`src/rtl/core/adtc_pkg.sv`:
```
// ----------------------------------------------------------------------------
// adtc_pkg
// Shared types, register map and reset constants of the ADC-to-PCM converter.
// ----------------------------------------------------------------------------
`default_nettype none

package adtc_pkg;

   // configuration port
   localparam int CSR_ADDR_BITS = 5;
   localparam int CSR_DATA_BITS = 32;

   // register reset values
   localparam logic [15:0] RESET_RAW_MAX        = 16'd4095;
   localparam logic [15:0] RESET_GAIN           = 16'd1;
   localparam logic        RESET_TRACK_ENABLE   = 1'b1;
   localparam logic [4:0]  RESET_TRACK_SHIFT    = 5'd10;
   localparam logic [15:0] RESET_DEFAULT_OFFSET = 16'd2048;
   localparam logic        RESET_AUTO_SEED      = 1'b1;
   localparam logic        RESET_FIXED_MODE     = 1'b0;

   // PCM saturation limits
   localparam logic signed [15:0] PCM_MAX = 16'sh7fff;
   localparam logic signed [15:0] PCM_MIN = 16'sh8000;

   typedef enum logic [2:0] {
      REG_RAW_MAX        = 3'd0,
      REG_GAIN           = 3'd1,
      REG_TRACK_ENABLE   = 3'd2,
      REG_TRACK_SHIFT    = 3'd3,
      REG_DEFAULT_OFFSET = 3'd4,
      REG_AUTO_SEED      = 3'd5,
      REG_FIXED_MODE     = 3'd6
   } reg_index_type;

   typedef enum logic [1:0] {
      KIND_CONVERT    = 2'd0,
      KIND_SET_OFFSET = 2'd1,
      KIND_RESTART    = 2'd2
   } kind_type;

   typedef struct packed {
      logic [15:0] raw_max;
      logic [15:0] gain;
      logic        track_enable;
      logic [4:0]  track_shift;
      logic [15:0] default_offset;
      logic        auto_seed;
      logic        fixed_offset_mode;
   } cfg_type;

   typedef struct packed {
      logic [1:0]  kind;
      logic [15:0] raw_value;
   } req_payload_type;

   typedef struct packed {
      logic signed [15:0] pcm_value;
      logic               seeded;
   } rsp_payload_type;

   // offset-removed sample handed from the front stage to the scaler
   typedef struct packed {
      logic               valid;
      logic               seeded;
      logic signed [16:0] centered;
   } stage_a_type;

endpackage

`default_nettype wire

```
`src/rtl/core/adc_to_pcm_dc_tracking_converter.sv`:
```
// ----------------------------------------------------------------------------
// adc_to_pcm_dc_tracking_converter
// Path: a conversion passes the input, front and result registers in order.
// Throughput: one request per cycle unless stalled; offset is updated per request.
// Stages: input register, front (clip / offset / tracking), scaler (gain, sat).
// Reset: synchronous; registers to defaults, offset to clipped default offset.
// ----------------------------------------------------------------------------
`default_nettype none

module adc_to_pcm_dc_tracking_converter #(
   parameter int RAW_BITS = 16
) (
   input  wire logic                                clock,
   input  wire logic                                reset,
   // request channel
   input  wire logic                                req_valid,
   output logic                                     req_stall,
   input  wire adtc_pkg::req_payload_type           req_payload,
   // result channel
   output logic                                     rsp_valid,
   input  wire logic                                rsp_stall,
   output adtc_pkg::rsp_payload_type                rsp_payload,
   // configuration port
   input  wire logic                                csr_psel,
   input  wire logic                                csr_penable,
   input  wire logic                                csr_pwrite,
   input  wire logic [adtc_pkg::CSR_ADDR_BITS-1:0]  csr_paddr,
   input  wire logic [adtc_pkg::CSR_DATA_BITS-1:0]  csr_pwdata,
   output logic      [adtc_pkg::CSR_DATA_BITS-1:0]  csr_prdata,
   output logic                                     csr_pready
);

   adtc_pkg::cfg_type         cfg;
   adtc_pkg::stage_a_type     stage_a;
   adtc_pkg::req_payload_type req_ff;
   logic                      s0_valid_ff;

   // Each stage may load when it is empty or the stage after it moves on,
   // so bubbles collapse; a held result blocks intake only when every stage is full.
   logic b_free;
   logic a_free;
   logic s0_free;
   logic req_take;

   assign b_free    = !rsp_valid || !rsp_stall;
   assign a_free    = !stage_a.valid || b_free;
   assign s0_free   = !s0_valid_ff || a_free;
   assign req_stall = !s0_free;
   assign req_take  = req_valid && s0_free;

   adtc_csr u_csr (
      .clock       (clock),
      .reset       (reset),
      .csr_psel    (csr_psel),
      .csr_penable (csr_penable),
      .csr_pwrite  (csr_pwrite),
      .csr_paddr   (csr_paddr),
      .csr_pwdata  (csr_pwdata),
      .csr_prdata  (csr_prdata),
      .csr_pready  (csr_pready),
      .cfg         (cfg)
   );

   // input register: request held here until the front stage takes it
   always_ff @(posedge clock) begin
      if (reset) begin
         s0_valid_ff <= 1'b0;
      end else if (s0_free) begin
         s0_valid_ff <= req_valid;
      end
      if (req_take) begin
         req_ff <= req_payload;
      end
   end

   // front: offset state is updated once, as the request leaves the input register
   adtc_front #(
      .RAW_BITS (RAW_BITS)
   ) u_front (
      .clock      (clock),
      .reset      (reset),
      .cfg        (cfg),
      .item       (req_ff),
      .item_valid (s0_valid_ff),
      .load       (a_free),
      .stage_a    (stage_a)
   );

   // scaler: gain and saturation into the result register
   adtc_scale u_scale (
      .clock       (clock),
      .reset       (reset),
      .gain        (cfg.gain),
      .stage_a     (stage_a),
      .load        (b_free),
      .rsp_valid   (rsp_valid),
      .rsp_payload (rsp_payload)
   );

   // a request taken into the empty or moving input register is held next cycle
   a_req_held: assert property (@(posedge clock) disable iff (reset)
      req_take |=> s0_valid_ff)
      else $error("accepted request lost in input register");

   // a blocked input register keeps its request
   a_s0_hold: assert property (@(posedge clock) disable iff (reset)
      s0_valid_ff && !s0_free |=> s0_valid_ff && $stable(req_ff))
      else $error("blocked input register changed");

   // a blocked front stage keeps its sample
   a_front_hold: assert property (@(posedge clock) disable iff (reset)
      stage_a.valid && !b_free |=> stage_a.valid && $stable(stage_a.centered))
      else $error("blocked front stage changed");

   // a seeding sample always gives zero PCM
   a_seed_zero: assert property (@(posedge clock) disable iff (reset)
      rsp_valid && rsp_payload.seeded |-> rsp_payload.pcm_value == 16'sd0)
      else $error("seeded result is not zero");

endmodule

`default_nettype wire

```
`src/rtl/core/adtc_csr.sv`:
```
// ----------------------------------------------------------------------------
// adtc_csr
// APB-style configuration registers.
// ----------------------------------------------------------------------------
`default_nettype none

module adtc_csr (
   input  wire logic                                clock,
   input  wire logic                                reset,
   input  wire logic                                csr_psel,
   input  wire logic                                csr_penable,
   input  wire logic                                csr_pwrite,
   input  wire logic [adtc_pkg::CSR_ADDR_BITS-1:0]  csr_paddr,
   input  wire logic [adtc_pkg::CSR_DATA_BITS-1:0]  csr_pwdata,
   output logic      [adtc_pkg::CSR_DATA_BITS-1:0]  csr_prdata,
   output logic                                     csr_pready,
   output adtc_pkg::cfg_type                        cfg
);

   adtc_pkg::cfg_type       cfg_ff;
   adtc_pkg::cfg_type       cfg_in;
   adtc_pkg::reg_index_type index;
   logic                    wr_en;

   assign index      = adtc_pkg::reg_index_type'(csr_paddr[4:2]);
   assign wr_en      = csr_psel && csr_penable && csr_pwrite;
   assign csr_pready = 1'b1;
   assign cfg        = cfg_ff;

   always_comb begin
      cfg_in = cfg_ff;
      if (wr_en) begin
         unique case (index)
            adtc_pkg::REG_RAW_MAX:        cfg_in.raw_max           = csr_pwdata[15:0];
            adtc_pkg::REG_GAIN:           cfg_in.gain              = csr_pwdata[15:0];
            adtc_pkg::REG_TRACK_ENABLE:   cfg_in.track_enable      = csr_pwdata[0];
            adtc_pkg::REG_TRACK_SHIFT:    cfg_in.track_shift       = csr_pwdata[4:0];
            adtc_pkg::REG_DEFAULT_OFFSET: cfg_in.default_offset    = csr_pwdata[15:0];
            adtc_pkg::REG_AUTO_SEED:      cfg_in.auto_seed         = csr_pwdata[0];
            adtc_pkg::REG_FIXED_MODE:     cfg_in.fixed_offset_mode = csr_pwdata[0];
            default: ;
         endcase
      end
   end

   always_comb begin
      unique case (index)
         adtc_pkg::REG_RAW_MAX:        csr_prdata = 32'(cfg_ff.raw_max);
         adtc_pkg::REG_GAIN:           csr_prdata = 32'(cfg_ff.gain);
         adtc_pkg::REG_TRACK_ENABLE:   csr_prdata = 32'(cfg_ff.track_enable);
         adtc_pkg::REG_TRACK_SHIFT:    csr_prdata = 32'(cfg_ff.track_shift);
         adtc_pkg::REG_DEFAULT_OFFSET: csr_prdata = 32'(cfg_ff.default_offset);
         adtc_pkg::REG_AUTO_SEED:      csr_prdata = 32'(cfg_ff.auto_seed);
         adtc_pkg::REG_FIXED_MODE:     csr_prdata = 32'(cfg_ff.fixed_offset_mode);
         default:                      csr_prdata = '0;
      endcase
   end

   always_ff @(posedge clock) begin
      if (reset) begin
         cfg_ff.raw_max           <= adtc_pkg::RESET_RAW_MAX;
         cfg_ff.gain              <= adtc_pkg::RESET_GAIN;
         cfg_ff.track_enable      <= adtc_pkg::RESET_TRACK_ENABLE;
         cfg_ff.track_shift       <= adtc_pkg::RESET_TRACK_SHIFT;
         cfg_ff.default_offset    <= adtc_pkg::RESET_DEFAULT_OFFSET;
         cfg_ff.auto_seed         <= adtc_pkg::RESET_AUTO_SEED;
         cfg_ff.fixed_offset_mode <= adtc_pkg::RESET_FIXED_MODE;
      end else begin
         cfg_ff <= cfg_in;
      end
   end

endmodule

`default_nettype wire

```
`src/rtl/core/adtc_front.sv`:
```
// ----------------------------------------------------------------------------
// adtc_front
// Clip, offset removal and DC offset tracking state.
// ----------------------------------------------------------------------------
`default_nettype none

module adtc_front #(
   parameter int RAW_BITS = 16
) (
   input  wire logic                     clock,
   input  wire logic                     reset,
   input  wire adtc_pkg::cfg_type        cfg,
   input  wire adtc_pkg::req_payload_type item,
   input  wire logic                     item_valid,
   input  wire logic                     load,
   output adtc_pkg::stage_a_type         stage_a
);

   localparam int CLIP_BITS = (RAW_BITS < 16) ? RAW_BITS : 16;

   function automatic logic [15:0] clip_raw(input logic [15:0] v, input logic [15:0] lim);
      logic [15:0] m;
      m = 16'(v[CLIP_BITS-1:0]);
      return (m > lim) ? lim : m;
   endfunction

   logic [31:0]        offset_ff;
   logic [31:0]        offset_in;
   logic               ready_ff;
   logic               ready_in;
   adtc_pkg::stage_a_type stage_ff;
   adtc_pkg::stage_a_type stage_in;

   logic [15:0]        raw_c;
   logic [15:0]        dflt_c;
   logic [31:0]        off;
   logic signed [33:0] delta;
   logic signed [33:0] bias;
   logic signed [33:0] step;
   logic signed [16:0] centered;
   logic               is_convert;
   logic               seed;

   assign raw_c  = clip_raw(item.raw_value, cfg.raw_max);
   assign dflt_c = clip_raw(cfg.default_offset, cfg.raw_max);
   assign off    = cfg.fixed_offset_mode ? {dflt_c, 16'h0} : offset_ff;
   assign delta  = $signed({2'b00, raw_c, 16'h0}) - $signed({2'b00, off});

   // truncate toward zero: floor, plus one for a negative value with a fraction
   assign centered = $signed(delta[32:16])
                   + $signed({16'h0, delta[33] && (delta[15:0] != 16'h0)});

   assign bias = delta[33] ? ((34'sd1 <<< cfg.track_shift) - 34'sd1) : 34'sd0;
   assign step = (delta + bias) >>> cfg.track_shift;

   assign is_convert = (adtc_pkg::kind_type'(item.kind) == adtc_pkg::KIND_CONVERT);
   assign seed       = is_convert && !cfg.fixed_offset_mode && !ready_ff;

   always_comb begin
      offset_in = offset_ff;
      ready_in  = ready_ff;
      stage_in  = stage_ff;
      if (load) begin
         stage_in.valid    = item_valid && is_convert;
         stage_in.seeded   = seed;
         stage_in.centered = seed ? 17'sd0 : centered;
      end
      if (load && item_valid) begin
         unique case (adtc_pkg::kind_type'(item.kind))
            adtc_pkg::KIND_SET_OFFSET: begin
               offset_in = {raw_c, 16'h0};
               ready_in  = 1'b1;
            end
            adtc_pkg::KIND_RESTART: begin
               offset_in = {dflt_c, 16'h0};
               ready_in  = !cfg.auto_seed;
            end
            adtc_pkg::KIND_CONVERT: begin
               if (!cfg.fixed_offset_mode) begin
                  if (seed) begin
                     offset_in = {raw_c, 16'h0};
                     ready_in  = 1'b1;
                  end else if (cfg.track_enable) begin
                     offset_in = off + step[31:0];
                  end
               end
            end
            default: ;
         endcase
      end
   end

   always_ff @(posedge clock) begin
      if (reset) begin
         offset_ff      <= {clip_raw(adtc_pkg::RESET_DEFAULT_OFFSET, adtc_pkg::RESET_RAW_MAX),
                            16'h0};
         ready_ff       <= !adtc_pkg::RESET_AUTO_SEED;
         stage_ff.valid <= 1'b0;
      end else begin
         offset_ff      <= offset_in;
         ready_ff       <= ready_in;
         stage_ff.valid <= stage_in.valid;
      end
      stage_ff.seeded   <= stage_in.seeded;
      stage_ff.centered <= stage_in.centered;
   end

   assign stage_a = stage_ff;

endmodule

`default_nettype wire

```
`src/rtl/core/adtc_scale.sv`:
```
// ----------------------------------------------------------------------------
// adtc_scale
// Gain multiply, 16-bit saturation and result register.
// ----------------------------------------------------------------------------
`default_nettype none

module adtc_scale (
   input  wire logic                     clock,
   input  wire logic                     reset,
   input  wire logic [15:0]              gain,
   input  wire adtc_pkg::stage_a_type    stage_a,
   input  wire logic                     load,
   output logic                          rsp_valid,
   output adtc_pkg::rsp_payload_type     rsp_payload
);

   logic signed [16:0]        gain_s;
   logic signed [33:0]        product;
   logic signed [15:0]        pcm;
   logic                      valid_ff;
   adtc_pkg::rsp_payload_type payload_ff;

   assign gain_s  = $signed({1'b0, gain});
   assign product = stage_a.centered * gain_s;

   always_comb begin
      if (product > 34'(adtc_pkg::PCM_MAX)) begin
         pcm = adtc_pkg::PCM_MAX;
      end else if (product < 34'(adtc_pkg::PCM_MIN)) begin
         pcm = adtc_pkg::PCM_MIN;
      end else begin
         pcm = product[15:0];
      end
   end

   always_ff @(posedge clock) begin
      if (reset) begin
         valid_ff <= 1'b0;
      end else if (load) begin
         valid_ff <= stage_a.valid;
      end
      if (load) begin
         payload_ff.pcm_value <= pcm;
         payload_ff.seeded    <= stage_a.seeded;
      end
   end

   assign rsp_valid   = valid_ff;
   assign rsp_payload = payload_ff;

endmodule

`default_nettype wire

```
`config.mk`:
```
export PLATFORM = sky130hd
export DESIGN_NAME = adc_to_pcm_dc_tracking_converter
export DESIGN_NICKNAME = d
export VERILOG_FILES = /design/src/rtl/core/adtc_pkg.sv /design/src/rtl/core/adc_to_pcm_dc_tracking_converter.sv /design/src/rtl/core/adtc_csr.sv /design/src/rtl/core/adtc_front.sv /design/src/rtl/core/adtc_scale.sv
export SDC_FILE = /design/constraint.sdc
export NUM_CORES = 2
export LEC_CHECK = 0
export ABC_CLOCK_PERIOD_IN_PS = 14800
export BUFFER_PORTS_ARGS = -buffer_cell sky130_fd_sc_hd__buf_4
export CAP_MARGIN = 20
export CORE_MARGIN = 5
export CORE_UTILIZATION = 46
export CTS_CLUSTER_DIAMETER = 120
export DETAILED_ROUTE_END_ITERATION = 7
export MAX_ROUTING_LAYER = met4
export PLACE_DENSITY_LB_ADDON = 0.2
export SETUP_SLACK_MARGIN = 0.2
export SLEW_MARGIN = 25
export SYNTH_ARGS = -nofsm -noshare
export SYNTH_HDL_FRONTEND = slang
export SYNTH_HIERARCHICAL = 1
export SYNTH_SLANG_ARGS = --single-unit
```
`constraint.sdc`:
```
create_clock -name clock -period 14.8 [get_ports clock]
set_input_delay 0.74 -clock clock [delete_from_list [all_inputs] [get_ports clock]]
set_output_delay 0.74 -clock clock [all_outputs]
set_load 0.05 [all_outputs]
```
==> flow_metrics.tcl <==
set metrics [dict create \
    synth_seq_area_share 0.131 \
    initial_utilization 0.465 \
    finalCriticalPeriod_ns 12.98 \
    final_common_cell "inv_1" \
    cts.sinks 145 \
    die_area_mm2 0.0618 \
    drive_gt1_frac 0.0649 \
    slowest_stage "o31ai_4" \
    finalWirelength_mm 78.2 \
    met2_usage 0.425 \
    yosysWarningCount 6 \
    io_pins 114 \
    fin_cells 3993 \
    io_buffers 78 \
    hold-path-endpoint "req_ff[3]" \
    clkSlewWorstSetupHoldPaths_ns 0.07 \
    nets 3767 \
    mostFrequentLayoutCells "439 x inv_1, 338 x nand2_1, 281 x fa_1" \
    vdd_drop_max_mv 0.116 \
    first_pass_iters 6 \
    grt_usage 0.252 \
    drt-initial-drc-count 1747 \
    synth_cell_type_count 103 \
    grt_antenna_before_repair 0 \
    grt_max_degree 70 \
    grt-busiest-layer "met2" \
    grt_pass1_wl_mm 124 \
    post-cts-setup-buffers 0 \
    post-place-cells 3960 \
    post-route-drc-count 0 \
    max_freq_mhz 77.0 \
    post_dp_cell_area_mm2 0.0272 \
    r2r_start "u_csr/cfg[55]" \
    max_stage_delay_ns 0.73 \
    area_delta_synth_final_pct 5.84 \
    ant_nets 0 \
    hold_class "primary input to register" \
    grtUsageMet3 0.0334 \
    use_met1 0.324 \
    max-cap-violations 0 \
    pre_cts_ws_ns 2.16 \
    netlist_area_mm2 0.0262 \
    seqPwrFrac 0.241 \
    worst_pin_slew_ns 1.06 \
    ctsResizeCount 0 \
    root_buffer "clkbuf_16" \
    via_count 23000 \
    clkPwrFrac 0.173 \
    design_area_mm2 0.0277 \
    cts_tree "yes" \
    outcome "finished, final reports clean" \
    synth_edf_count 53 \
    p_int_mw 1.25 \
    routed_via_density 5.77 \
    numCtsBuffers 17 \
    clk_latency_ns 0.48 \
    finalCritPeriodShare 0.877 \
    fin_skew_ns 0.0235 \
    comb_power_share 0.587 \
    p_leak_nw 13.4 \
    tns_ns 0 \
    p_per_area_mw_per_mm2 90.9 \
    rows 87 \
    crit_path_end_kind "register" \
    power_switching_mw 1.27 \
    path_common_cell "a21oi_1" \
    crit_arrival_ns 13.37 \
    coreArea_mm2 0.0564 \
    r2r_slack_ns 1.82 \
    worstHoldPathCells 1 \
    synth_flop_cell "dfxtp_1" \
    crit_type "register to register" \
    htreeDepth 4 \
    cp-start-kind "register" \
    overflow 0 \
    ys_seq_elements 145 \
    hold_ws_ns 0.441 \
    finalHoldViolCount 0 \
    critPathRequiredTime_ns 15.19 \
    place.gp.congestion 0.978 \
    p_sw_frac 0.506 \
    r2r-end "u_front/offset_ff[30]" \
    worstPathMaxFanout 17 \
    min_from "req_payload[3]" \
    rsz0062_at_grt "no" \
    slew_headroom 0.288 \
    die_h_um 249 \
    reg2regPathDepth 50 \
    synth-async-reset-ratio 0 \
    syn_inst 3260 \
    setup_slack_ns 1.82 \
    drv_slew 0 \
    place_hpwl_mm 62.7 \
    avgSynthCellArea_um2 8.04 \
    grt_pass1_vias 22800 \
    setup_viol 0 \
    postCtsHoldBufs 0 \
    cts.path.max_buffers 2 \
    die_w_um 249 \
    wl_per_cell_um 19.6 \
]
## per-stage QoR
step                 util  power [mW]
global placement    0.482        2.04
finish              0.492        2.52
global route        0.492        2.71
CTS                 0.492        2.52
detailed placement  0.482        2.07
floorplan               -        1.68
## cells in the mapped netlist (20+ instances only)
cell | instances | area (um2)
a21o_1 | 64 | 480
a21oi_1 | 197 | 986
nor2b_1 | 40 | 250
fa_1 | 281 | 5630
nand3_1 | 59 | 295
dfxtp_1 | 92 | 1840
mux2i_1 | 112 | 1120
nand2_1 | 338 | 1270
and2_1 | 135 | 845
clkbuf_1 | 120 | 450
ha_1 | 201 | 2510
o211ai_1 | 24 | 180
nand2b_1 | 61 | 382
xor2_1 | 35 | 307
a31oi_1 | 27 | 169
nor3_1 | 57 | 285
inv_1 | 439 | 1650
nor2_1 | 265 | 995
nand4_1 | 28 | 175
o21ai_0 | 153 | 766
o21bai_1 | 21 | 158
xnor2_1 | 78 | 683
o21a_1 | 20 | 150
a211oi_1 | 35 | 263
edfxtp_1 | 53 | 1590
## final cells by class
| class | instances | area [um2] |
|---|---|---|
| Timing Repair Buffer | 102 | 766 |
| Clock buffer | 19 | 433 |
| Clock inverter | 13 | 126 |
| Antenna cell | 1 | 2.50 |
| Inverter | 443 | 1660 |
| Tap cell | 756 | 946 |
| Sequential cell | 145 | 3440 |
| Multi-Input combinational cell | 2514 | 20400 |
| Fill cell | 5607 | 28700 |
## layer usage
layer  vias up  share of wire
met5         -              0
met4         0          0.022
met3       130          0.051
met2       693           0.49
met1     11400           0.44
li1      10800              -
## power groups by stage
| stage | Clock, mW | Combinational (mW) | Sequential, mW |
|---|---|---|---|
| floorplan | 0 | 1.08 | 0.593 |
| global placement | 0 | 1.43 | 0.611 |
| detailed placement | 0 | 1.46 | 0.612 |
| CTS | 0.447 | 1.47 | 0.604 |
| global route | 0.462 | 1.63 | 0.614 |
| finish | 0.435 | 1.48 | 0.606 |
## cells by family (layout without fill, tap and decap cells)
logic type	Yosys count	after routing	share of synthesized area
and+or+nand+nor	1069	1069	0.196
AOI/OAI and AO/OA	697	697	0.175
buffers and inverters	616	577	0.0950
adders and majority gates	483	483	0.311
DFF	145	145	0.131
muxes	134	134	0.0535
xor gates and xnor gates	113	113	0.0378
other	3	19	0.000430
## critical path, delay by kind of cell, from the launching register on
family	cells	cell delay, ns
XOR/XNOR	1	0.26
AO/OA/AOI/OAI	27	7.61
multiplexers	4	0.91
buffers and inverters	4	0.54
AND/OR/NAND/NOR	8	1.15
adder cells (fa/ha/maj)	6	1.96
flip-flops	1	0.46
## registers in the layout (all words and copies together), names as in the netlist
| signal | count |
|---|---|
| u_csr/cfg | 56 |
| u_front/offset_ff | 32 |
| u_front/stage_a | 19 |
| req_ff | 18 |
| u_scale/rsp_payload | 17 |
| s0_valid_ff | 1 |
| u_front/ready_ff | 1 |
| u_scale/rsp_valid | 1 |
## how the worst max path moves through the flow
| stage | to | start | slack (ns) |
|---|---|---|---|
| after floorplan | u_front/offset_ff[30] | u_csr/cfg[41] | 3.65 |
| after global placement | u_front/offset_ff[30] | u_csr/cfg[55] | 2.34 |
| after detailed placement | u_front/offset_ff[30] | u_csr/cfg[41] | 2.16 |
| after CTS | u_front/offset_ff[30] | u_csr/cfg[41] | 2.09 |
| after global routing | u_front/offset_ff[30] | u_csr/cfg[55] | 1.16 |
| final | u_front/offset_ff[30] | u_csr/cfg[55] | 1.82 |
(Power assumes the default switching activity.)
